==> config.mk <==
export PLATFORM = sky130hd
export DESIGN_NAME = stream_mean_variance
export DESIGN_NICKNAME = d
export VERILOG_FILES = /design/src/smv_pkg.sv /design/src/smv_div.sv /design/src/smv_dp.sv /design/src/smv_ctrl.sv /design/src/stream_mean_variance.sv
export SDC_FILE = /design/constraint.sdc
export NUM_CORES = 2
export LEC_CHECK = 0
export BUFFER_PORTS_ARGS = -buffer_cell sky130_fd_sc_hd__buf_2
export CAP_MARGIN = 0
export CELL_PAD_IN_SITES_DETAIL_PLACEMENT = 1
export CELL_PAD_IN_SITES_GLOBAL_PLACEMENT = 2
export CORE_MARGIN = 4
export CORE_UTILIZATION = 44
export CTS_CLUSTER_DIAMETER = 120
export DETAILED_ROUTE_END_ITERATION = 8
export MAX_ROUTING_LAYER = met4
export PLACE_DENSITY_LB_ADDON = 0.1
export SYNTH_ARGS = -nofsm -noshare
export SYNTH_HDL_FRONTEND = slang
export SYNTH_SLANG_ARGS = --single-unit
==> constraint.sdc <==
create_clock -name clk -period 13.2 [get_ports clk]
set_input_delay 0.66 -clock clk [delete_from_list [all_inputs] [get_ports clk]]
set_output_delay 0.66 -clock clk [all_outputs]
set_load 0.02 [all_outputs]
==> src/smv_pkg.sv <==
// Shared types and constants for the stream mean/variance block.
// Used by smv_dp, smv_ctrl, stream_mean_variance and the testbench; depends on nothing.

package smv_pkg;

    // Width of one sample, unsigned Q0.16
    localparam int SAMPLE_BITS = 16;
    // Width of the mean result, Q0.16
    localparam int MEAN_W      = 16;
    // Width of the variance result, Q0.32 with a maximum of 0.25
    localparam int SPREAD_W    = 31;

    // Result status codes
    localparam logic STATUS_OK     = 1'b0;
    localparam logic STATUS_SINGLE = 1'b1;

    // Divider operand select
    localparam logic DIV_SEL_VAR  = 1'b0;
    localparam logic DIV_SEL_MEAN = 1'b1;

    typedef enum logic [3:0] {
        S_ACCUM,
        S_MUL,
        S_COMB,
        S_SUB,
        S_DIV_VAR,
        S_WAIT_VAR,
        S_DIV_MEAN,
        S_WAIT_MEAN,
        S_DONE,
        S_ERR
    } state_t;

    // Commands from the controller to the datapath
    typedef struct packed {
        logic acc_en;
        logic clear;
        logic mul_en;
        logic comb_en;
        logic sub_en;
        logic div_start;
        logic div_sel;
        logic var_cap;
        logic load_ok;
        logic load_err;
    } cmd_t;

    // Status from the datapath to the controller
    typedef struct packed {
        logic hit_max;
        logic single;
        logic div_busy;
    } status_t;

endpackage

==> src/smv_div.sv <==
// Restoring divider, one quotient bit per cycle.
// Depends on nothing; instantiated by smv_dp.

module smv_div #(
    parameter int DW = 53,
    parameter int VW = 22
) (
    input  logic          clk,
    input  logic          rst_n,
    input  logic          start,
    input  logic [DW-1:0] dividend,
    input  logic [VW-1:0] divisor,
    output logic          busy,
    output logic [DW-1:0] quotient
);

    localparam int CW = $clog2(DW + 1);

    logic          busy_reg, busy_next;
    logic [CW-1:0] cnt_reg, cnt_next;
    logic [DW-1:0] quo_reg, quo_next;
    logic [VW-1:0] rem_reg, rem_next;
    logic [VW-1:0] dvs_reg, dvs_next;
    logic [VW:0]   shifted;
    logic [VW:0]   diff;
    logic          fits;

    // Trial subtract of the divisor from the shifted remainder
    always_comb
    begin
        shifted = {rem_reg, quo_reg[DW-1]};
        diff    = shifted - {1'b0, dvs_reg};
        fits    = shifted >= {1'b0, dvs_reg};
    end

    // Load on start, then retire one bit per cycle
    always_comb
    begin
        busy_next = busy_reg;
        cnt_next  = cnt_reg;
        quo_next  = quo_reg;
        rem_next  = rem_reg;
        dvs_next  = dvs_reg;
        if (start)
        begin
            busy_next = 1'b1;
            cnt_next  = CW'(DW);
            quo_next  = dividend;
            rem_next  = '0;
            dvs_next  = divisor;
        end
        else if (busy_reg)
        begin
            quo_next  = {quo_reg[DW-2:0], fits};
            rem_next  = fits ? diff[VW-1:0] : shifted[VW-1:0];
            cnt_next  = cnt_reg - 1'b1;
            busy_next = (cnt_reg != CW'(1));
        end
    end

    always_ff @(posedge clk or negedge rst_n)
    begin
        if (!rst_n)
        begin
            busy_reg <= 1'b0;
            cnt_reg  <= '0;
        end
        else
        begin
            busy_reg <= busy_next;
            cnt_reg  <= cnt_next;
        end
    end

    always_ff @(posedge clk)
    begin
        quo_reg <= quo_next;
        rem_reg <= rem_next;
        dvs_reg <= dvs_next;
    end

    assign busy     = busy_reg;
    assign quotient = quo_reg;

endmodule

==> src/smv_dp.sv <==
// Datapath: accumulators, product and difference stages, shared divider, result registers.
// Depends on smv_pkg and smv_div.

module smv_dp
    import smv_pkg::*;
#(
    parameter int MAX_LEN = 1024
) (
    input  logic                   clk,
    input  logic                   rst_n,
    input  cmd_t                   cmd,
    output status_t                stat,
    input  logic [SAMPLE_BITS-1:0] sample,
    output logic [MEAN_W-1:0]      mean,
    output logic [SPREAD_W-1:0]    spread,
    output logic                   status
);

    localparam int CNT_W    = $clog2(MAX_LEN + 1);
    localparam int SUM_W    = SAMPLE_BITS + $clog2(MAX_LEN);
    localparam int SQ_W     = 2 * SAMPLE_BITS + $clog2(MAX_LEN);
    localparam int SQ_LO_W  = SQ_W / 2;
    localparam int SQ_HI_W  = SQ_W - SQ_LO_W;
    localparam int PLO_W    = CNT_W + SQ_LO_W;
    localparam int PHI_W    = CNT_W + SQ_HI_W;
    localparam int NA_W     = CNT_W + SQ_W;
    localparam int NB_W     = 2 * SUM_W;
    localparam int NN_W     = 2 * CNT_W;
    localparam int SS_W     = 2 * SAMPLE_BITS;

    logic [CNT_W-1:0]    cnt_reg,   cnt_next;
    logic [SUM_W-1:0]    sum_reg,   sum_next;
    logic [SQ_W-1:0]     sq_reg,    sq_next;
    logic [SS_W-1:0]     samp_sq;
    logic [PLO_W-1:0]    plo_reg;
    logic [PHI_W-1:0]    phi_reg;
    logic [NB_W-1:0]     sum2_reg;
    logic [NN_W-1:0]     nn_reg;
    logic [NA_W-1:0]     num_a_reg;
    logic [NA_W-1:0]     num_reg;
    logic [NA_W-1:0]     sum2_ext;
    logic [NA_W-1:0]     div_dividend;
    logic [NN_W-1:0]     div_divisor;
    logic                div_busy;
    logic [NA_W-1:0]     div_quo;
    logic [SPREAD_W-1:0] var_q_reg;
    logic [MEAN_W-1:0]   mean_reg;
    logic [SPREAD_W-1:0] spread_reg;
    logic                status_reg;

    // Accumulate one item, or clear once a result is loaded
    always_comb
    begin
        samp_sq  = SS_W'(sample) * SS_W'(sample);
        cnt_next = cnt_reg;
        sum_next = sum_reg;
        sq_next  = sq_reg;
        if (cmd.clear)
        begin
            cnt_next = '0;
            sum_next = '0;
            sq_next  = '0;
        end
        else if (cmd.acc_en)
        begin
            cnt_next = cnt_reg + 1'b1;
            sum_next = sum_reg + SUM_W'(sample);
            sq_next  = sq_reg + SQ_W'(samp_sq);
        end
    end

    always_ff @(posedge clk or negedge rst_n)
    begin
        if (!rst_n)
        begin
            cnt_reg <= '0;
            sum_reg <= '0;
            sq_reg  <= '0;
        end
        else
        begin
            cnt_reg <= cnt_next;
            sum_reg <= sum_next;
            sq_reg  <= sq_next;
        end
    end

    // Flags for the item now at the input
    assign stat.hit_max  = (cnt_reg == CNT_W'(MAX_LEN - 1));
    assign stat.single   = (cnt_reg == '0);
    assign stat.div_busy = div_busy;

    // Products: n*sumsq in two halves, sum^2 and n^2
    always_ff @(posedge clk)
    begin
        if (cmd.mul_en)
        begin
            plo_reg  <= PLO_W'(cnt_reg) * PLO_W'(sq_reg[SQ_LO_W-1:0]);
            phi_reg  <= PHI_W'(cnt_reg) * PHI_W'(sq_reg[SQ_W-1:SQ_LO_W]);
            sum2_reg <= NB_W'(sum_reg) * NB_W'(sum_reg);
            nn_reg   <= NN_W'(cnt_reg) * NN_W'(cnt_reg);
        end
    end

    // Join the two halves of n*sumsq
    always_ff @(posedge clk)
    begin
        if (cmd.comb_en)
        begin
            num_a_reg <= {phi_reg, {SQ_LO_W{1'b0}}} + NA_W'(plo_reg);
        end
    end

    // Numerator n*sumsq - sum^2, floored at zero
    assign sum2_ext = NA_W'(sum2_reg);

    always_ff @(posedge clk)
    begin
        if (cmd.sub_en)
        begin
            num_reg <= (num_a_reg >= sum2_ext) ? (num_a_reg - sum2_ext) : '0;
        end
    end

    // Shared divider: variance first, then mean
    assign div_dividend = (cmd.div_sel == DIV_SEL_MEAN) ? NA_W'(sum_reg) : num_reg;
    assign div_divisor  = (cmd.div_sel == DIV_SEL_MEAN) ? NN_W'(cnt_reg) : nn_reg;

    smv_div #(
        .DW(NA_W),
        .VW(NN_W)
    ) u_div (
        .clk      (clk),
        .rst_n    (rst_n),
        .start    (cmd.div_start),
        .dividend (div_dividend),
        .divisor  (div_divisor),
        .busy     (div_busy),
        .quotient (div_quo)
    );

    // Hold the variance while the mean is divided
    always_ff @(posedge clk)
    begin
        if (cmd.var_cap)
        begin
            var_q_reg <= div_quo[SPREAD_W-1:0];
        end
    end

    // Result registers, loaded only when the output is free
    always_ff @(posedge clk)
    begin
        if (cmd.load_ok)
        begin
            mean_reg   <= div_quo[MEAN_W-1:0];
            spread_reg <= var_q_reg;
            status_reg <= STATUS_OK;
        end
        else if (cmd.load_err)
        begin
            mean_reg   <= '0;
            spread_reg <= '0;
            status_reg <= STATUS_SINGLE;
        end
    end

    assign mean   = mean_reg;
    assign spread = spread_reg;
    assign status = status_reg;

endmodule

==> src/smv_ctrl.sv <==
// Controller: sequences accumulation, products, division and result hand-off.
// Depends on smv_pkg.

module smv_ctrl
    import smv_pkg::*;
(
    input  logic    clk,
    input  logic    rst_n,
    input  logic    in_valid,
    output logic    in_stall,
    input  logic    last,
    output logic    out_valid,
    input  logic    out_stall,
    input  status_t stat,
    output cmd_t    cmd
);

    state_t state_reg, state_next;
    logic   out_valid_reg, out_valid_next;
    logic   in_take;
    logic   out_free;
    logic   loading;

    assign in_take  = in_valid && (state_reg == S_ACCUM);
    assign out_free = !out_valid_reg || !out_stall;

    // Next state and commands
    always_comb
    begin
        state_next = state_reg;
        cmd        = '0;
        cmd.acc_en = in_take;
        case (state_reg)
            S_ACCUM:
            begin
                if (in_take && (last || stat.hit_max))
                begin
                    state_next = stat.single ? S_ERR : S_MUL;
                end
            end
            S_MUL:
            begin
                cmd.mul_en = 1'b1;
                state_next = S_COMB;
            end
            S_COMB:
            begin
                cmd.comb_en = 1'b1;
                state_next  = S_SUB;
            end
            S_SUB:
            begin
                cmd.sub_en = 1'b1;
                state_next = S_DIV_VAR;
            end
            S_DIV_VAR:
            begin
                cmd.div_start = 1'b1;
                cmd.div_sel   = DIV_SEL_VAR;
                state_next    = S_WAIT_VAR;
            end
            S_WAIT_VAR:
            begin
                if (!stat.div_busy)
                begin
                    cmd.var_cap = 1'b1;
                    state_next  = S_DIV_MEAN;
                end
            end
            S_DIV_MEAN:
            begin
                cmd.div_start = 1'b1;
                cmd.div_sel   = DIV_SEL_MEAN;
                state_next    = S_WAIT_MEAN;
            end
            S_WAIT_MEAN:
            begin
                if (!stat.div_busy)
                begin
                    state_next = S_DONE;
                end
            end
            S_DONE:
            begin
                if (out_free)
                begin
                    cmd.load_ok = 1'b1;
                    cmd.clear   = 1'b1;
                    state_next  = S_ACCUM;
                end
            end
            S_ERR:
            begin
                if (out_free)
                begin
                    cmd.load_err = 1'b1;
                    cmd.clear    = 1'b1;
                    state_next   = S_ACCUM;
                end
            end
            default:
            begin
                state_next = S_ACCUM;
            end
        endcase
    end

    // Output valid: set on load, drop when the item is taken
    assign loading = cmd.load_ok || cmd.load_err;

    always_comb
    begin
        if (loading)
        begin
            out_valid_next = 1'b1;
        end
        else
        begin
            out_valid_next = out_valid_reg && out_stall;
        end
    end

    always_ff @(posedge clk or negedge rst_n)
    begin
        if (!rst_n)
        begin
            state_reg     <= S_ACCUM;
            out_valid_reg <= 1'b0;
        end
        else
        begin
            state_reg     <= state_next;
            out_valid_reg <= out_valid_next;
        end
    end

    assign in_stall  = (state_reg != S_ACCUM);
    assign out_valid = out_valid_reg;

endmodule

==> src/stream_mean_variance.sv <==
// Stream mean and population variance over vectors of unsigned Q0.16 samples.
// Top level; depends on smv_pkg, smv_ctrl and smv_dp.
//
// Each item carries one sample and a last flag. Samples are accumulated at one
// item per cycle. A vector ends on last, or on its MAX_LEN-th sample. The block
// then stalls its input while it forms n*sumsq - sum^2 and n^2 and runs a
// restoring divider, one quotient bit per cycle, twice: once for the variance
// and once for the mean. The divider is DW bits wide, with DW =
// clog2(MAX_LEN+1) + 32 + clog2(MAX_LEN) (53 at MAX_LEN = 1024). A one-sample
// vector gives status 1 with mean and spread zero. Results leave through an
// output register, so the next vector is taken while a result waits.

module stream_mean_variance
    import smv_pkg::*;
#(
    parameter int MAX_LEN = 1024
) (
    input  logic                   clk,
    input  logic                   rst_n,
    input  logic                   in_valid,
    output logic                   in_stall,
    input  logic [SAMPLE_BITS-1:0] sample,
    input  logic                   last,
    output logic                   out_valid,
    input  logic                   out_stall,
    output logic [MEAN_W-1:0]      mean,
    output logic [SPREAD_W-1:0]    spread,
    output logic                   status
);

    cmd_t    cmd;
    status_t stat;

    smv_ctrl u_ctrl (
        .clk       (clk),
        .rst_n     (rst_n),
        .in_valid  (in_valid),
        .in_stall  (in_stall),
        .last      (last),
        .out_valid (out_valid),
        .out_stall (out_stall),
        .stat      (stat),
        .cmd       (cmd)
    );

    smv_dp #(
        .MAX_LEN(MAX_LEN)
    ) u_dp (
        .clk    (clk),
        .rst_n  (rst_n),
        .cmd    (cmd),
        .stat   (stat),
        .sample (sample),
        .mean   (mean),
        .spread (spread),
        .status (status)
    );

endmodule

## Word level (Yosys, flattened, before mapping)

Cells that the tools add are included.

- Word-level logic and storage cells: 102
- Flip-flop bits (word level): 511
- Output and inout bits: 50

- Equal/unequal tests: 15
- Multipliers: 5
- Muxes and demuxes: 36
- Reduce and logical (&&, ||, !) cells: 16
- Add/subtract/negate cells: 7
- $lt $le $gt $ge: 2

Operators by type and width:

| kind | number |
|---|---|
| 53-bit two-way mux | 3 |
| 42-bit two-way mux | 2 |
| 11-bit by 21-bit multiplier with 32-bit output | 2 |
| 31-bit two-way mux | 2 |
| 53-bit by 32-bit adder with 53-bit output | 1 |
| 53-bit by 52-bit >= comparator with 1-bit output | 1 |
| 53-bit by 52-bit subtractor with 53-bit output | 1 |
| 26-bit by 26-bit multiplier with 52-bit output | 1 |
| 26-bit two-way mux | 2 |
| 42-bit by 32-bit adder with 42-bit output | 1 |
| 4-bit case mux with 9 select lines | 1 |
| 11-bit two-way mux | 3 |
| 16-bit by 16-bit multiplier with 32-bit output | 1 |
| 16-bit two-way mux | 2 |
| 26-bit by 16-bit adder with 26-bit output | 1 |
| 23-bit by 22-bit >= comparator with 1-bit output | 1 |
| 11-bit by 11-bit multiplier with 22-bit output | 1 |
| 22-bit two-way mux | 1 |
| 22-bit subtractor | 1 |
| 4-bit two-way mux | 5 |
| 4-bit by 3-bit equality test with 1-bit output (second input constant) | 4 |
| 1-bit two-way mux | 12 |
| 6-bit two-way mux | 2 |
| 11-bit by 1-bit adder with 11-bit output (second input constant) | 1 |
| 18 further kinds | 29 |

## Logic depth before layout (Yosys ltp)

- Depth after elaboration: 6
- Mapped depth: 29
- Gate-level depth less buffers: 28

## By module

Synthesis repeated with hierarchy kept, for this count alone.

- Cell total of the unflattened synthesis: 7237
- Area total of the unflattened synthesis: 70262.4 sq um

By module, submodules not included:

| module | cells an instance | area an instance (sq um) | times used | seq. area each (sq um) |
|---|---|---|---|---|
| smv_dp | 6741 | 64421.8 | 1 | 11606.1 |
| smv_div | 455 | 5464.0 | 1 | 2867.8 |
| smv_ctrl | 41 | 376.6 | 1 | 125.1 |

## Least setup slack after synthesis

OpenSTA, ideal clock, no wires.

- Path type: reg2reg
- From: register u_ctrl.state_reg[0]
- To: register u_dp.nn_reg[0], enable pin
- Buffers on the path: 1
- Arrival: 9.911 ns
- Cell stages (with the launch flop): 4
- Setup time: 0.798 ns
- Slack: 2.492 ns
- Clock period less this slack: 10.708 ns
- Cells stage by stage: dfrtp_1 -> buf_1 -> nand2b_1 -> nor3_1

- Word-level cells in the longest chain between the ends: 2

Ends and longest elaborated chain:

| what | RTL line | RTL |
|---|---|---|
| start, declared | smv_ctrl.sv:18 | `state_t state_reg, state_next;` |
| start signal, assigned | smv_ctrl.sv:132 | `state_reg <= state_next;` |
| 4-bit by 1-bit equality test with 1-bit output | smv_ctrl.sv:33 | `case (state_reg)` |
| 1-bit two-way mux | smv_ctrl.sv:33 |  |
| end signal, assigned | smv_dp.sv:101 | `nn_reg <= NN_W'(cnt_reg) * NN_W'(cnt_reg);` |
| end, declared | smv_dp.sv:38 | `logic [NN_W-1:0] nn_reg;` |

No other way between the ends.
A chain may end at the register's enable or synchronous reset.

## Worst setup path in the final report

- From: register u_dp.sum_reg[10]
- To: register u_dp.sum2_reg[47] (data pin)

- Word-level cells in the longest chain between the ends: 1

Ends and longest elaborated chain:

| what | RTL line | RTL |
|---|---|---|
| start, declared | smv_dp.sv:32 | `logic [SUM_W-1:0] sum_reg, sum_next;` |
| start signal, assigned | smv_dp.sv:83 | `sum_reg <= sum_next;` |
| 26-bit by 26-bit multiplier with 52-bit output | smv_dp.sv:100 | `sum2_reg <= NB_W'(sum_reg) * NB_W'(sum_reg);` |
| end signal, assigned | smv_dp.sv:100 |  |
| end, declared | smv_dp.sv:37 | `logic [NB_W-1:0] sum2_reg;` |

No other way between the ends.

==> impl_metrics.yaml <==
sta:
  slew_violations: 0
  hold_viol_final: 0
  max_clock_freq_mhz: 124
  fin_skew_ns: 0.0565
  setup_tns_ns: 0
  setup_viol: 0
  max_slew_margin: 0.160
  rsz0062_at_grt: "false"
  worst_pin_slew_ns: 1.25
  final.min_clock_period_ns: 8.08
  finalCritPeriodShare: 0.612
job:
  maxCapViolations: 0
floorplanning:
  die_y_um: 403
  dieWidth_um: 403
  io_pins: 71
  coreArea_sq_mm: 0.155
  fp.dieArea_sq_mm: 0.163
  rows: 144
  initial_core_util: 0.444
worst_setup_path:
  cp-end-kind: "flop"
  slowest_stage: "fa_1"
  cp_slowest_stage_delay_ns: 0.61
  critPathKind: "reg2reg"
  startpoint_type: "flop"
  cp.buffers_inverters: 8
  crit_path_max_fanout: 24
  critical_path_arrival_ns: 8.47
  crit_family: "adder cells"
  cp_data_required_time_ns: 13.60
clocking:
  cts_sinks: 509
  cts_buffers: 67
  ctsResizeCount: 0
  cts_setup_buffers: 0
  clockBufferDepth: 3
  hold_buffers: 0
  clk-insertion-delay-late_ns: 0.68
  cts_root_buffer: "clkbuf_16"
  cts_tree: "yes"
  htreeDepth: 3
  cts.clk_slew.worst_paths_ns: 0.06
synthesis:
  seq_area_frac_synth: 0.212
  synth_nets: 8820
  async_flop_share: 0.179
  ys_ff_latch: 509
  synth_warnings: 0
  synth_edf_count: 395
  synth.distinct_cells: 95
  synth_flop_cell: "edfxtp_1"
  syn_area_sq_mm: 0.0688
  syn_area_per_cell_sq_um: 9.71
  synth_cells: 7083
layout:
  fillers: 17400
  drive_above_1_share: 0.0462
  seqCellArea_sq_mm: 0.0146
  fin_nets: 8743
  multiInputGateArea_sq_mm: 0.0474
  areaGrowthSynthToFinish_pct: 6.98
global_route:
  grt_pass1_wl_mm: 310
  grt_max_degree: 87
  busiest_layer: "met2"
  gr-usage-all-layers: 0.253
  grtUsageMet3: 0.0240
  grt_util_met2: 0.424
  grtUsageMet1: 0.336
  grt-ovfl-total: 0
  grt_pass1_vias: 53200
  antenna_found_initial: 7
routing:
  drtPass1Iterations: 5
  drc: 0
  vias: 47800
  wire_per_inst_um: 21.6
  ant_nets: 0
  post_drt_via_cell_ratio: 5.25
  first_iter_violations: 2341
  wl_mm: 196
placed_design:
  io_buffers: 70
  hpwlAfterDp_mm: 158
  gp_congestion: 0.901
status:
  status: "finished, final reports clean"
hold_path:
  min-delay-path-class: "in2async"
cell type report:
type                    count  share of cell area
multi-input cells        4756               0.644
flip-flops and latches    509               0.199
inverters                1541              0.0786
well taps                2044              0.0348
clock buffers              82              0.0237
repair buffers            131              0.0110
clock inverters            42             0.00929
diodes                      2           0.0000680
per-layer routing:
layer | vias to the layer above | part of all wire
met3 | 215 | 0.034
li1 | 22000 | -
met1 | 24900 | 0.45
met4 | 0 | 0.024
met5 | - | 0
met2 | 713 | 0.49
metrics by stage:
stage,hold slack [ns],cell area (sq um),cells,utilization,setup slack [ns]
after floorplan,0.364,68800,7083,-,2.49
after global placement,0.402,71100,8981,0.460,5.08
after detailed placement,0.405,71100,8981,0.460,5.09
after CTS,0.0739,73600,9105,0.475,5.06
after global routing,0.116,73600,9106,0.475,4.83
final,0.0783,73600,9107,0.475,5.12
cells in the mapped netlist (28+ instances only):
cell | count | share of area
a21o_1 | 112 | 0.012
a21oi_1 | 239 | 0.017
a22o_1 | 33 | 0.0042
and2_1 | 390 | 0.035
and3_1 | 30 | 0.0027
buf_1 | 36 | 0.0020
clkbuf_1 | 226 | 0.012
dfrtp_1 | 91 | 0.033
edfxtp_1 | 395 | 0.17
fa_1 | 1113 | 0.32
ha_1 | 603 | 0.11
inv_1 | 1538 | 0.084
mux2i_1 | 41 | 0.0060
nand2_1 | 822 | 0.045
nand2b_1 | 41 | 0.0037
nand3_1 | 62 | 0.0045
nand4_1 | 28 | 0.0025
nor2_1 | 269 | 0.015
nor2b_1 | 51 | 0.0046
nor3_1 | 60 | 0.0044
o21a_1 | 32 | 0.0035
o21ai_0 | 193 | 0.014
o21bai_1 | 37 | 0.0040
xnor2_1 | 191 | 0.024
xor2_1 | 101 | 0.013
logic make-up (layout without fill, tap and decap cells):
kind of cell    Yosys count  count (layout)  share of synthesized area
simple gates           1840            1840                      0.127
buf+inv                1818            1796                     0.0997
fa+ha+maj              1716            1716                      0.434
compound gates          852             852                     0.0816
flops                   509             509                      0.212
xor+xnor                292             292                     0.0372
mux                      56              56                    0.00842
other cells               0               2                          0
cells in the final DEF, fill, tap and decap left out, types with 69 or more instances in the layout:
| cell | instances |
|---|---|
| nor2_1 | 268 |
| a21oi_1 | 239 |
| fa_1 | 1113 |
| a21o_1 | 112 |
| and2_1 | 390 |
| xor2_1 | 101 |
| edfxtp_1 | 395 |
| o21ai_0 | 193 |
| dfrtp_1 | 80 |
| ha_1 | 603 |
| inv_1 | 1537 |
| buf_2 | 69 |
| nand2_1 | 821 |
| xnor2_1 | 191 |
worst paths after layout:
check                            startpoint            endpoint  slack, ns  cells after the start
setup / recovery           u_dp.sum_reg[10]   u_dp.sum2_reg[47]       5.12                     27
hold / removal                        rst_n     u_dp.sq_reg[17]       0.08                      1
setup reg to reg           u_dp.sum_reg[10]   u_dp.sum2_reg[47]       5.12                     27
hold reg to reg            u_dp.plo_reg[12]  u_dp.num_a_reg[12]       0.40                      0
max in group asynchronous             rst_n    u_dp.cnt_reg[10]      11.68                      2
min in group clk           u_dp.plo_reg[12]  u_dp.num_a_reg[12]       0.40                      0
Power is left out: the tool's default activity adds up to more than one toggle a clock period on the data nets, which glitch-free logic cannot reach.
